`src/hdl/sfb_pkg.sv`:
```
// Shared types, constants and the CRC-32 byte update of the frame builder.
`timescale 1ns / 1ps

package sfb_pkg;

    localparam logic [31:0] CRC_POLY   = 32'hEDB8_8320;
    localparam logic [31:0] CRC_INIT   = 32'hFFFF_FFFF;
    localparam logic [31:0] CRC_XOROUT = 32'hFFFF_FFFF;
    localparam logic [7:0]  HDR_BYTE0  = 8'hAA;
    localparam logic [7:0]  HDR_BYTE1  = 8'h55;

    // One accepted payload byte with everything the emitter needs.
    typedef struct packed {
        logic [7:0]  data;
        logic [15:0] seq;
        logic [31:0] crc_out;   // final CRC, already inverted
        logic        hdr;       // first byte of a frame: header goes first
        logic        last;      // last byte of a frame: CRC follows
    } item_t;

    // Reflected CRC-32, one byte, bit by bit.
    function automatic logic [31:0] crc_byte(input logic [31:0] crc_in,
                                             input logic [7:0] data);
        logic [31:0] c;
        c = crc_in ^ {24'h0, data};
        for (int k = 0; k < 8; k++) begin
            if (c[0]) begin
                c = (c >> 1) ^ CRC_POLY;
            end else begin
                c = c >> 1;
            end
        end
        return c;
    endfunction

endpackage

```
`src/hdl/sfb_ingest.sv`:
```
// Input register, frame tracking and running CRC of the frame builder.
`timescale 1ns / 1ps

module sfb_ingest (
    input  logic          aclk,
    input  logic          aresetn,
    input  logic          s_tvalid,
    output logic          s_tready,
    input  logic [23:0]   s_tdata,
    input  logic          s_tlast,
    input  logic          item_done,
    output logic          item_valid,
    output sfb_pkg::item_t item
);

    logic           item_valid_reg, item_valid_next;
    sfb_pkg::item_t item_reg, item_next;
    logic           in_frame_reg, in_frame_next;
    logic [31:0]    crc_reg, crc_next;
    logic [31:0]    crc_upd;
    logic           accept;

    assign s_tready = !item_valid_reg || item_done;
    assign accept   = s_tvalid && s_tready;

    // The running CRC is all ones whenever no frame is open.
    assign crc_upd = sfb_pkg::crc_byte(crc_reg, s_tdata[7:0]);

    always_comb begin
        item_valid_next = item_valid_reg;
        item_next       = item_reg;
        in_frame_next   = in_frame_reg;
        crc_next        = crc_reg;
        if (item_done) begin
            item_valid_next = 1'b0;
        end
        if (accept) begin
            item_valid_next   = 1'b1;
            item_next.data    = s_tdata[7:0];
            item_next.seq     = s_tdata[23:8];
            item_next.crc_out = crc_upd ^ sfb_pkg::CRC_XOROUT;
            item_next.hdr     = !in_frame_reg;
            item_next.last    = s_tlast;
            if (s_tlast) begin
                in_frame_next = 1'b0;
                crc_next      = sfb_pkg::CRC_INIT;
            end else begin
                in_frame_next = 1'b1;
                crc_next      = crc_upd;
            end
        end
    end

    always_ff @(posedge aclk) begin
        if (!aresetn) begin
            item_valid_reg <= 1'b0;
            in_frame_reg   <= 1'b0;
            crc_reg        <= sfb_pkg::CRC_INIT;
        end else begin
            item_valid_reg <= item_valid_next;
            in_frame_reg   <= in_frame_next;
            crc_reg        <= crc_next;
        end
        item_reg <= item_next;
    end

    assign item_valid = item_valid_reg;
    assign item       = item_reg;

    // Outside a frame the running CRC must sit at its initial value.
    a_idle_crc: assert property (@(posedge aclk) disable iff (!aresetn)
        !in_frame_reg |-> crc_reg == sfb_pkg::CRC_INIT)
        else $error("CRC not reinitialized outside a frame");

    // A last byte closes the frame.
    a_close: assert property (@(posedge aclk) disable iff (!aresetn)
        accept && s_tlast |=> !in_frame_reg)
        else $error("frame still open after last byte");

endmodule

```
`src/hdl/sfb_emit.sv`:
```
// Byte sequencer and output register of the frame builder.
`timescale 1ns / 1ps

module sfb_emit (
    input  logic           aclk,
    input  logic           aresetn,
    input  logic           item_valid,
    input  sfb_pkg::item_t item,
    output logic           item_done,
    output logic           m_tvalid,
    input  logic           m_tready,
    output logic [7:0]     m_tdata,
    output logic           m_tlast
);

    localparam logic [3:0] PH_HDR0 = 4'd0;
    localparam logic [3:0] PH_HDR1 = 4'd1;
    localparam logic [3:0] PH_SEQL = 4'd2;
    localparam logic [3:0] PH_SEQH = 4'd3;
    localparam logic [3:0] PH_DATA = 4'd4;
    localparam logic [3:0] PH_CRC0 = 4'd5;
    localparam logic [3:0] PH_CRC1 = 4'd6;
    localparam logic [3:0] PH_CRC2 = 4'd7;
    localparam logic [3:0] PH_CRC3 = 4'd8;

    logic       started_reg, started_next;
    logic [3:0] phase_reg, phase_next;
    logic       m_tvalid_reg, m_tvalid_next;
    logic [7:0] m_tdata_reg, m_tdata_next;
    logic       m_tlast_reg, m_tlast_next;
    logic [3:0] cur_phase, end_phase;
    logic       load;
    logic [7:0] sel_byte;

    assign cur_phase = started_reg ? phase_reg : (item.hdr ? PH_HDR0 : PH_DATA);
    assign end_phase = item.last ? PH_CRC3 : PH_DATA;
    assign load      = item_valid && (!m_tvalid_reg || m_tready);
    assign item_done = load && (cur_phase == end_phase);

    always_comb begin
        case (cur_phase)
            PH_HDR0: sel_byte = sfb_pkg::HDR_BYTE0;
            PH_HDR1: sel_byte = sfb_pkg::HDR_BYTE1;
            PH_SEQL: sel_byte = item.seq[7:0];
            PH_SEQH: sel_byte = item.seq[15:8];
            PH_DATA: sel_byte = item.data;
            PH_CRC0: sel_byte = item.crc_out[7:0];
            PH_CRC1: sel_byte = item.crc_out[15:8];
            PH_CRC2: sel_byte = item.crc_out[23:16];
            PH_CRC3: sel_byte = item.crc_out[31:24];
            default: sel_byte = item.data;
        endcase
    end

    always_comb begin
        started_next  = started_reg;
        phase_next    = phase_reg;
        m_tvalid_next = m_tvalid_reg;
        m_tdata_next  = m_tdata_reg;
        m_tlast_next  = m_tlast_reg;
        if (m_tready) begin
            m_tvalid_next = 1'b0;
        end
        if (load) begin
            m_tvalid_next = 1'b1;
            m_tdata_next  = sel_byte;
            m_tlast_next  = (cur_phase == PH_CRC3);
            if (item_done) begin
                started_next = 1'b0;
            end else begin
                started_next = 1'b1;
                phase_next   = cur_phase + 4'd1;
            end
        end
    end

    always_ff @(posedge aclk) begin
        if (!aresetn) begin
            started_reg  <= 1'b0;
            phase_reg    <= PH_HDR0;
            m_tvalid_reg <= 1'b0;
        end else begin
            started_reg  <= started_next;
            phase_reg    <= phase_next;
            m_tvalid_reg <= m_tvalid_next;
        end
        m_tdata_reg <= m_tdata_next;
        m_tlast_reg <= m_tlast_next;
    end

    assign m_tvalid = m_tvalid_reg;
    assign m_tdata  = m_tdata_reg;
    assign m_tlast  = m_tlast_reg;

    // Mid-item the sequencer never runs past the last CRC byte.
    a_phase_range: assert property (@(posedge aclk) disable iff (!aresetn)
        started_reg |-> phase_reg <= PH_CRC3)
        else $error("phase out of range");

    // Frame end is flagged exactly on the fourth CRC byte.
    a_end_mark: assert property (@(posedge aclk) disable iff (!aresetn)
        load |=> m_tlast_reg == ($past(cur_phase) == PH_CRC3))
        else $error("frame end flag misplaced");

endmodule

```
`src/hdl/seq_frame_builder_crc32_core.sv`:
```
// Top level of the sequence-numbered frame builder with CRC-32 trailer.
`timescale 1ns / 1ps

// Usage:
// The slave channel takes one payload byte per transfer: s_tdata carries the
// byte and the 16-bit sequence number, s_tlast marks the final payload byte.
// The sequence number is only looked at on the first byte of a frame.
// The master channel gives one framed byte per transfer on m_tdata. A frame
// opens with AA 55 and the sequence number low byte first, then the payload
// bytes, then the reflected CRC-32 of the payload, low byte first; m_tlast
// is high on the last CRC byte.
// Each byte passes through the input register and then the output register.
// Throughput is one output byte per cycle while m_tready is high; a middle
// payload byte gives one output byte, a first or last byte five, and a
// single-byte frame nine, as the byte sequencer walks header, payload, CRC.
// The next payload byte is taken in the same cycle the sequencer finishes the
// current one, so a frame streams without gaps.
// When the receiver stalls, the output register holds its byte and the input
// channel backs up after one buffered payload byte.
// Reset clears both registers' valid flags, closes any open frame and returns
// the running CRC to all ones.

module seq_frame_builder_crc32_core (
    input  logic        aclk,
    input  logic        aresetn,
    input  logic        s_tvalid,
    output logic        s_tready,
    input  logic [23:0] s_tdata,   // [7:0] payload_byte, [23:8] frame_seq
    input  logic        s_tlast,   // last_byte
    output logic        m_tvalid,
    input  logic        m_tready,
    output logic [7:0]  m_tdata,   // [7:0] out_byte
    output logic        m_tlast    // frame_end
);

    logic           item_valid;
    logic           item_done;
    sfb_pkg::item_t item;

    // Input register: latches the byte, tracks frame state and runs the CRC.
    sfb_ingest u_ingest (
        .aclk       (aclk),
        .aresetn    (aresetn),
        .s_tvalid   (s_tvalid),
        .s_tready   (s_tready),
        .s_tdata    (s_tdata),
        .s_tlast    (s_tlast),
        .item_done  (item_done),
        .item_valid (item_valid),
        .item       (item)
    );

    // Sequencer and output register: header, byte and CRC, one per transfer.
    sfb_emit u_emit (
        .aclk       (aclk),
        .aresetn    (aresetn),
        .item_valid (item_valid),
        .item       (item),
        .item_done  (item_done),
        .m_tvalid   (m_tvalid),
        .m_tready   (m_tready),
        .m_tdata    (m_tdata),
        .m_tlast    (m_tlast)
    );

endmodule
```
`config.mk`:
```
export PLATFORM = sky130hd
export DESIGN_NAME = seq_frame_builder_crc32_core
export DESIGN_NICKNAME = d
export VERILOG_FILES = /design/src/hdl/sfb_pkg.sv /design/src/hdl/sfb_ingest.sv /design/src/hdl/sfb_emit.sv /design/src/hdl/seq_frame_builder_crc32_core.sv
export SDC_FILE = /design/constraint.sdc
export NUM_CORES = 1
export LEC_CHECK = 0
export BUFFER_PORTS_ARGS = -buffer_cell sky130_fd_sc_hd__buf_2
export CORE_UTILIZATION = 55
export CTS_BUF_LIST = sky130_fd_sc_hd__clkbuf_4 sky130_fd_sc_hd__clkbuf_8
export DETAILED_ROUTE_END_ITERATION = 8
export HOLD_SLACK_MARGIN = 0.06
export MAX_ROUTING_LAYER = met4
export PLACE_DENSITY = 0.84
export SETUP_SLACK_MARGIN = 0.5
export SLEW_MARGIN = 20
export SYNTH_ARGS = -nofsm -noshare
export SYNTH_HDL_FRONTEND = slang
export SYNTH_SLANG_ARGS = --single-unit
```
`constraint.sdc`:
```
create_clock -name aclk -period 3.95 [get_ports aclk]
set_clock_uncertainty 0.05 [all_clocks]
set_input_delay 0 -clock aclk [delete_from_list [all_inputs] [get_ports aclk]]
set_output_delay 0 -clock aclk [all_outputs]
set_load 0.03 [all_outputs]
```
==> metrics, run 1 <==
Reg area 2810 um2; Leak 2.38 nW; number of buffers between clock root and the deepest sink 2; overflow left after global routing 0; biggest area contributors in the synthesized netlist edfxtp_1 (38%), dfxtp_1 (15%), xnor3_1 (5.9%); GRT met3 Usage 0.0529; Avg WL per Cell 18.6 um; DRC violation count after routing 0; most common cell after layout, fill and taps aside edfxtp_1; part of the power in the clock network 0.219; growth of design area from synthesis to finish 14.9%; TritonCTS clock tree built; number of pins with negative max-slew slack in the final report 0; Clock Sinks 107; number of enable flip-flop cells after synthesis 67; H-tree lvl count 3; Final Hold Vio Count 0; ordered list of cells on the worst path and2_1, inv_1, ha_1, or3_1, a221oi_1, o21ai_2, mux2_1; wire length of the first global-routing pass 18,000 um; Post-synth top flop edfxtp_1; Vias/cell 5.65; Port Buf Inserts 39; initial antenna violation count 0; Hold/Removal Path Class in2reg; worst path arrival time about 3.2 ns; vias in the first global route roughly 3,500; Post-Synth XOR/XNOR Area 0.184; area share of the largest cell type after synthesis 0.378; critical path fanouts, max 21; flip-flop count of the largest register, all copies and words added 58; detailed placer's ending HPWL 7640 um; Setup Fix Bufs, Post-CTS 0; number of synthesis warnings 0; top-level I/O count 40; sw frac 0.318; setup repair after global routing missed its margin no; synthesized-area fraction occupied by and/or/nand/nor cells 0.111; number of nets at the end of the flow 517; number of standard-cell rows in the floorplan 35; Largest stage delay, worst path 0.81 ns; maximum vdd drop 233 uV; number of unique standard cell types used by synthesis 48; highest-count cells in the layout ignoring fill and taps edfxtp_1 (67), dfxtp_1 (40), buf_2 (39); critical setup path kind reg2reg; achievable frequency 318 MHz; Setup Viol. Count Final 0; total power divided by cell area around 520 nW/um2; Worst Path Required 4.05 ns; mux contribution to synthesized area 0.0320; core footprint 9330 um2; number of max-cap violations 0; sequential-to-total area share from yosys stat 0.528; global route hottest layer met2; fraction of the core area covered by cells at the end of the flow 0.656; result of the run complete, no violations; Avg Cell Area, Syn 12.6 um2; number of cells produced by synthesis approximately 420; die outline area 10,100 um2; initial core utilization 0.571; clock root buffer master clkbuf_8; combinational cell fraction of total power 0.299; global-route met2 utilization 0.403; clock latency of the later-clocked register in the worst-skew pair ~0.39 ns; count of filler cells inserted in the layout 670; main combinational cell family by area after synthesis XOR/XNOR gates; Slew @ Worst Pin between 0.8 and 0.9 ns; slowest stage cell, crit path dfxtp_1; Multi-input gate area about 2300 um2; share of async-settable or async-resettable flops after synthesis 0; number of placed instances with taps included 575; max_slew headroom 0.428; CP Launch Type flip-flop; Post-Layout Cell Count 618; placer congestion estimate between 0.8 and 0.9; initial drt markers 271; count of nets left with antenna violations after detail routing 0; Synthesized Nets between 400 and 500; cell internal pwr 0.00215 W; worst hold slack 0.123 ns; Tcrit/Tclk final 0.796; Critical Path Sink Type flip-flop; via count of the routed design 3,491; number of search-and-repair iterations in the first detailed-routing pass 6; antenna fix cells 0; Tmin final 3.14 ns; die extent in x 100 um; share of cells above drive strength 1 0.172; maximum number of pins on one net before global-route repair 44; Synth Area in Adders 0.00940; power spent charging and discharging nets 0.00100 W; overall routing resource usage 0.251; setup TNS 0 ns; Compound-Gate Fraction of Synth Area 0.102; sum of internal, switching and leakage power 0.00316 W; fraction of power consumed by sequential logic 0.482; overall die height approximately 100 um; Global Route met1 Usage 0.306; post-synthesis instance area 5330 um2; CTS clock-pin slew for the worst setup and hold paths around 0.12 ns; drt total wl 11,500 um; cell type with the largest total area after synthesis edfxtp_1; TritonCTS Buffers 9; post-synthesis register bit count 107
==> power by group through the flow <==
stage          clock network (W)  logic (W)  registers [W]
3_3_place_gp                   0   0.000891        0.00153
3_5_place_dp                   0   0.000913        0.00155
4_1_cts                 0.000699   0.000938        0.00152
5_1_grt                 0.000740    0.00101        0.00154
6_report                0.000690   0.000945        0.00152
2_1_floorplan                  0   0.000696        0.00154
==> final cells by class <==
| cell class | instances | share of cell area |
|---|---|---|
| Clock buffer | 9 | 0.0202 |
| Clock inverter | 7 | 0.0145 |
| Inverter | 25 | 0.0155 |
| Multi-Input combinational cell | 272 | 0.382 |
| Sequential cell | 107 | 0.460 |
| Tap cell | 129 | 0.0264 |
| Timing Repair Buffer | 69 | 0.0818 |
==> through the flow <==
step | setup slack (ns) | area [um2]
2_1_floorplan | 1.04 | 5330
3_3_place_gp | 1.02 | 5640
3_5_place_dp | 0.873 | 5640
4_1_cts | 0.862 | 6120
5_1_grt | 0.650 | 6120
6_report | 0.807 | 6120
==> timing repair <==
| item | CTS | global route |
|---|---|---|
| hold endpoints to repair | 29 | 0 |
| hold buffers | 27 | 0 |
| gates resized for setup | 0 | 0 |
==> worst max-delay path, delay by kind of cell, from the launching register on <==
family                     cells  cell delay, ns
DFF                            1            0.81
and+or+nand+nor                2            0.70
AOI/OAI and AO/OA              2            0.59
muxes                          1            0.39
adders and majority gates      1            0.30
buffers and inverters          1            0.08
==> kinds of logic (layout without fill, tap and decap cells) <==
| family | Yosys count | after routing |
|---|---|---|
| XOR/XNOR | 67 | 67 |
| buffers and inverters | 44 | 110 |
| AND/OR/NAND/NOR | 111 | 111 |
| multiplexers | 16 | 16 |
| adder cells (fa/ha/maj) | 4 | 4 |
| flip-flops | 107 | 107 |
| AO/OA/AOI/OAI | 74 | 74 |
==> final timing paths <==
kind / start / to / slack, ns / depth (start not counted)
setup / recovery: u_emit.started_reg / u_emit.m_tdata[5] / 0.81 / 7
hold / removal: s_tlast / u_ingest.item[0] / 0.12 / 1
setup reg to reg: u_emit.started_reg / u_emit.m_tdata[5] / 0.81 / 7
hold reg to reg: u_ingest.in_frame_reg / u_ingest.item[1] / 0.42 / 1
==> synthesized netlist by cell type (all sizes together) (2+ instances only) <==
library cell,count
xor2,18
a221oi,2
a21bo,2
a211oi,3
nand4,4
xnor2,33
o211a,3
dfxtp,40
edfxtp,67
nand3,4
a22oi,8
nor2b,3
nor2,27
mux2,8
nand3b,3
a221o,2
a21oi,8
a21boi,4
buf,9
nand2b,10
inv,25
nand2,24
clkbuf,10
nor3b,18
ha,4
a32oi,5
a222oi,4
and2,3
xnor3,15
o21ai,31
mux2i,8
nor3,11
==> routing by layer <==
metal / share of wire / up-vias
met3: 0.058 / 30
met5: 0 / -
met2: 0.49 / 124
met1: 0.42 / 1694
met4: 0.033 / 0
li1: - / 1643
Power figures use the tool's default switching activity.
==> run 2, diff against run 1 <==
Settings changed: PLACE_DENSITY 0.84 to 0.87.
Clock period 3.95 ns to 2.5 ns, I/O delays scaled along.
==> run 2 against run 1 <==
  * Wire length up 24%
  * Clock power rose by 65%
  * Worst setup slack got worse by 0.53 ns
  * Flip-flop and latch count unchanged
  * Largest cell class unchanged
  * Global-route usage up 2.3 points
  * Critical path type unchanged
==> metrics, run 2 (synthesis gave the netlist of run 1 again) <==
via count of the routed design 3,897; maximum number of pins on one net before global-route repair 42; most common cell after layout, fill and taps aside edfxtp_1; number of placed instances with taps included 582; flip-flop count of the largest register, all copies and words added a little under 60; Vias/cell 6.01; result of the run complete, no violations; number of max-cap violations 0; vias in the first global route 3,712; post-place setup slack 0.255 ns; H-tree lvl count 3; fraction of the core area covered by cells at the end of the flow 0.718; startpoint of the most critical setup path u_emit.phase_reg[0]; drt total wl around 14,000 um; initial drt markers 394; growth of design area from synthesis to finish 25.7%; Hold/Removal Path Class in2reg; clock root buffer master clkbuf_8; wire length of the first global-routing pass 19,700 um; Tmin final 2.22 ns; initial antenna violation count 0; r2r setup slk 0.28 ns; worst path arrival time 2.31 ns; setup TNS 0 ns; TritonCTS clock tree built; highest-count cells in the layout ignoring fill and taps edfxtp_1 (67), buf_2 (39), dfxtp_1 (32); overall routing resource usage 0.273; Largest stage delay, worst path 0.39 ns; clock latency of the later-clocked register in the worst-skew pair 0.38 ns; Post-Layout Cell Count 648; setup repair after global routing missed its margin yes; max_slew headroom 0.511; number of nets at the end of the flow approximately 550; ordered list of cells on the worst path and2_4, ha_2, or3_4, a221oi_4, o21ai_4, mux2_4; number of pins with negative max-slew slack in the final report 0; number of standard-cell rows in the floorplan 35; Final Hold Vio Count 0; detailed placer's ending HPWL 8080 um; Largest delay share family, worst path simple AND/OR/NAND/NOR gates; Clock Sinks 107; core footprint 9330 um2; endpoint of the most critical register-to-register path u_emit.m_tdata[1]; buffering stage count on the worst path with inverters included 0; Worst R2R Start u_emit.phase_reg[0]; achievable frequency between 400 and 500 MHz; CP Launch Type flip-flop; overflow left after global routing 0; Port Buf Inserts 39; Worst Reg-to-Reg Cells 6; slowest stage cell, crit path or3_4; critical setup path kind reg2reg; Worst Path Required 2.59 ns; final non-filler cell area 6690 um2; critical path depth 6; setup slack after layout 0.276 ns; placer congestion estimate 0.944; number of search-and-repair iterations in the first detailed-routing pass 8; die extent in x 100 um; Tcrit/Tclk final 0.890; initial core utilization 0.571; Setup Viol. Count Final 0; CTS clock-pin slew for the worst setup and hold paths 0.10 ns; die outline area 10,100 um2; critical path fanouts, max 8; Critical Path Sink Type flip-flop; number of buffers between clock root and the deepest sink 2; TritonCTS Buffers 9; count of nets left with antenna violations after detail routing 0; top-level I/O count 40; overall die height 100 um; Area after DPL 5740 um2; worst setup path end u_emit.m_tdata[1]; maximum vdd drop 491 uV; total power divided by cell area around 800 nW/um2; share of cells above drive strength 1 0.295; antenna fix cells 0; Slew @ Worst Pin 0.733 ns; Leak 2.63 nW; DRC violation count after routing 0; Avg WL per Cell 22.0 um
==> run 2: changes by cell type in the layout (fill, tap and decap cells not counted), sizes merged <==
cell    before  now
inv         28   33
bufinv       0    1
clkbuf       9   11
buf         42   68
clkinv       4    0
==> run 2: per-layer routing <==
layer / wire [um] / track usage
met1: 5170 / 0.309
met2: 7190 / 0.460
met3: 1210 / 0.0613
met4: 680 / 0.134
met5: 0 / -
==> run 2: stage by stage <==
step / hold slack [ns] / total power, W
2_1_floorplan: 0.0489 / 0.00355
3_3_place_gp: 0.130 / 0.00388
3_5_place_dp: 0.128 / 0.00394
4_1_cts: 0.115 / 0.00518
5_1_grt: 0.152 / 0.00556
6_report: 0.144 / 0.00539
==> run 2: final cells by class <==
type	instances	area, um2
Sequential cell	107	2830
Timing Repair Buffer	97	818
Tap cell	129	161
Clock inverter	7	87.6
Multi-Input combinational cell	272	2560
Inverter	25	106
Clock buffer	9	124
Timing Repair inverter	2	12.5
Fill cell	498	2630
==> run 2: worst min-delay path by stage <==
stage                      from                end  cells after the start
global route            s_tlast   u_ingest.item[0]                      1
floorplan               s_tlast   u_ingest.item[0]                      0
CTS                     s_tlast   u_ingest.item[0]                      1
detailed placement  s_tdata[23]  u_ingest.item[49]                      1
finish                  s_tlast   u_ingest.item[0]                      1
global placement     s_tdata[9]  u_ingest.item[35]                      1
==> run 2: repair_timing <==
item	4_1_cts	5_1_grt
gates cloned	1	3
hold endpoints to repair	28	0
endpoints found under the setup margin	92	81
hold buffers	27	0
setup buffers	8	11
pin swaps	6	7
gates resized for setup	25	26
==> run 2: where the power goes <==
group / total [W] / switching [W] / internal (W)
clock: 0.00114 / 0.000652 / 0.000492
combinational: 0.00179 / 0.000915 / 0.000873
sequential: 0.00245 / 0.000173 / 0.00228
total: 0.00539 / 0.00174 / 0.00365
==> run 3, diff against run 2 <==
==> constraint.sdc (replaced) <==
create_clock -name aclk -period 2.5 [get_ports aclk]
set_clock_uncertainty 0.05 [all_clocks]
set_input_delay 0.375 -clock aclk [delete_from_list [all_inputs] [get_ports aclk]]
set_output_delay 0.375 -clock aclk [all_outputs]
set_load 0.03 [all_outputs]
==> run 3 against run 2 <==
  * Global-route usage decreased by 2.3 points
  * Utilization decreased by 5.4 points
  * Count of clock-buffer cells in the layout unchanged
  * Flip-flop and latch count unchanged
  * Via count decreased by 8.3%
  * Cell area decreased by 7.6%
  * Worst setup slack got worse by 0.087 ns
  * Worst hold slack got worse by 0.023 ns
  * Clock power decreased by 11%
  * Combinational power decreased by 9%
  * Maximum frequency decreased by 3.8%
  * Largest cell class unchanged
==> metrics, run 3 (synthesis gave the netlist of run 1 again) <==
result of the run complete, no violations; share of cells above drive strength 1 0.274; Slew @ Worst Pin 0.642 ns; clock root buffer master clkbuf_8; highest-count cells in the layout ignoring fill and taps edfxtp_1 (67), buf_2 (39), dfxtp_1 (35); flip-flop count of the largest register, all copies and words added 58; number of buffers between clock root and the deepest sink 2; number of nets at the end of the flow 510; most common cell after layout, fill and taps aside edfxtp_1; Setup Viol. Count Final 0; overflow left after global routing 0; total power divided by cell area 821 nW/um2; Clock Sinks about 110; die outline area around 10,000 um2; Leak 2.43 nW; worst hold slack approximately 0.12 ns; setup TNS 0 ns; CP Launch Type flip-flop; Final Hold Vio Count 0; via count of the routed design 3,572; Tmin final 2.31 ns; count of nets left with antenna violations after detail routing 0; vias in the first global route around 3,500; Hold/Removal Path Class in2reg; Multi-input gate area 2490 um2; max_slew headroom 0.571; count of filler cells inserted in the layout 606; DRC violation count after routing 0; detailed placer's ending HPWL 8150 um; Vias/cell approximately 5.8; Avg WL per Cell 19.7 um; sum of internal, switching and leakage power 0.00508 W; number of pins with negative max-slew slack in the final report 0; growth of design area from synthesis to finish 16.2%; Port Buf Inserts 39; number of max-cap violations 0; achievable frequency about 430 MHz; worst path arrival time 2.39 ns; placer congestion estimate between 0.9 and 1; overall routing resource usage 0.251; Tcrit/Tclk final 0.924; CTS clock-pin slew for the worst setup and hold paths 0.11 ns; Reg area 2820 um2; clock latency of the later-clocked register in the worst-skew pair 0.37 ns; initial drt markers ~340; initial core utilization 0.571; top-level I/O count 40; critical setup path kind reg2reg; core footprint 9330 um2; setup repair after global routing missed its margin yes; initial antenna violation count 0; antenna fix cells 0; maximum vdd drop ~410 uV; overall die height 100 um; number of standard-cell rows in the floorplan 35; setup slack after layout 0.189 ns; post-place setup slack 0.247 ns; H-tree lvl count 3; number of search-and-repair iterations in the first detailed-routing pass 5; maximum number of pins on one net before global-route repair 38; critical path fanouts, max 8; Worst Path Required 2.58 ns; TritonCTS clock tree built; drt total wl 12,000 um; Critical Path Sink Type flip-flop; TritonCTS Buffers 9; die extent in x 100 um; hold-fix buffer count after cts 0; wire length of the first global-routing pass 18,400 um; fraction of the core area covered by cells at the end of the flow 0.663
==> run 3: changes by cell type in the layout (fill, tap and decap cells not counted), sizes merged, moves of 2 or more <==
cell	before	now
clkbuf	11	9
dlygate4sd3	27	0
buf	68	61
inv	33	30
clkinv	0	2
==> run 3: final timing paths <==
| kind | startpoint | endpoint | slack (ns) | cells past startpoint |
|---|---|---|---|---|
| setup / recovery | u_emit.started_reg | u_emit.m_tdata[4] | 0.19 | 8 |
| hold / removal | s_tdata[15] | u_ingest.item[41] | 0.12 | 1 |
| hold reg to reg | u_ingest.in_frame_reg | u_ingest.item[1] | 0.44 | 1 |
| setup reg to reg | u_emit.started_reg | u_emit.m_tdata[4] | 0.19 | 8 |
==> run 3: worst max-delay path, stage by stage, from the launching register on <==
cell	delay, ns
dfxtp_2	0.34
and2_4	0.19
inv_4	0.06
ha_2	0.22
inv_1	0.11
a221oi_2	0.45
a221oi_4	0.07
o21ai_4	0.19
mux2_2	0.40
==> run 3: stage by stage <==
step,area (um2),instances
3_5_place_dp,5800,589
2_1_floorplan,5430,423
6_report,6190,611
3_3_place_gp,5800,589
4_1_cts,6100,609
5_1_grt,6190,611
==> run 3: layout make-up <==
type	instances	share of cell area
Multi-Input combinational cell	272	0.403
Tap cell	129	0.0261
Timing Repair Buffer	62	0.0692
Inverter	25	0.0164
Clock buffer	9	0.0200
Sequential cell	107	0.456
Clock inverter	7	0.0101
==> run 3: metal layers <==
metal	wire length, um	part of all wire	global-route usage	vias to the layer above
met5	0	0	-	-
met2	6080	0.51	0.421	197
met4	419	0.035	0.0914	0
met3	783	0.065	0.0418	42
li1	-	-	-	1626
met1	4730	0.39	0.306	1707
==> run 3: where the power goes <==
part	internal (W)	leakage, nW	switching [W]
Sequential	0.00228	0.972	0.000151
Combinational	0.000791	1.36	0.000841
Clock	0.000388	0.0984	0.000626
Total	0.00346	2.43	0.00162
==> run 3: repair_timing <==
action,in CTS,in global routing
pin swaps,4,6
buffers inserted,3,2
setup endpoints to repair,53,75
resized for setup,15,13
cloned,1,0
hold endpoints to repair,0,0
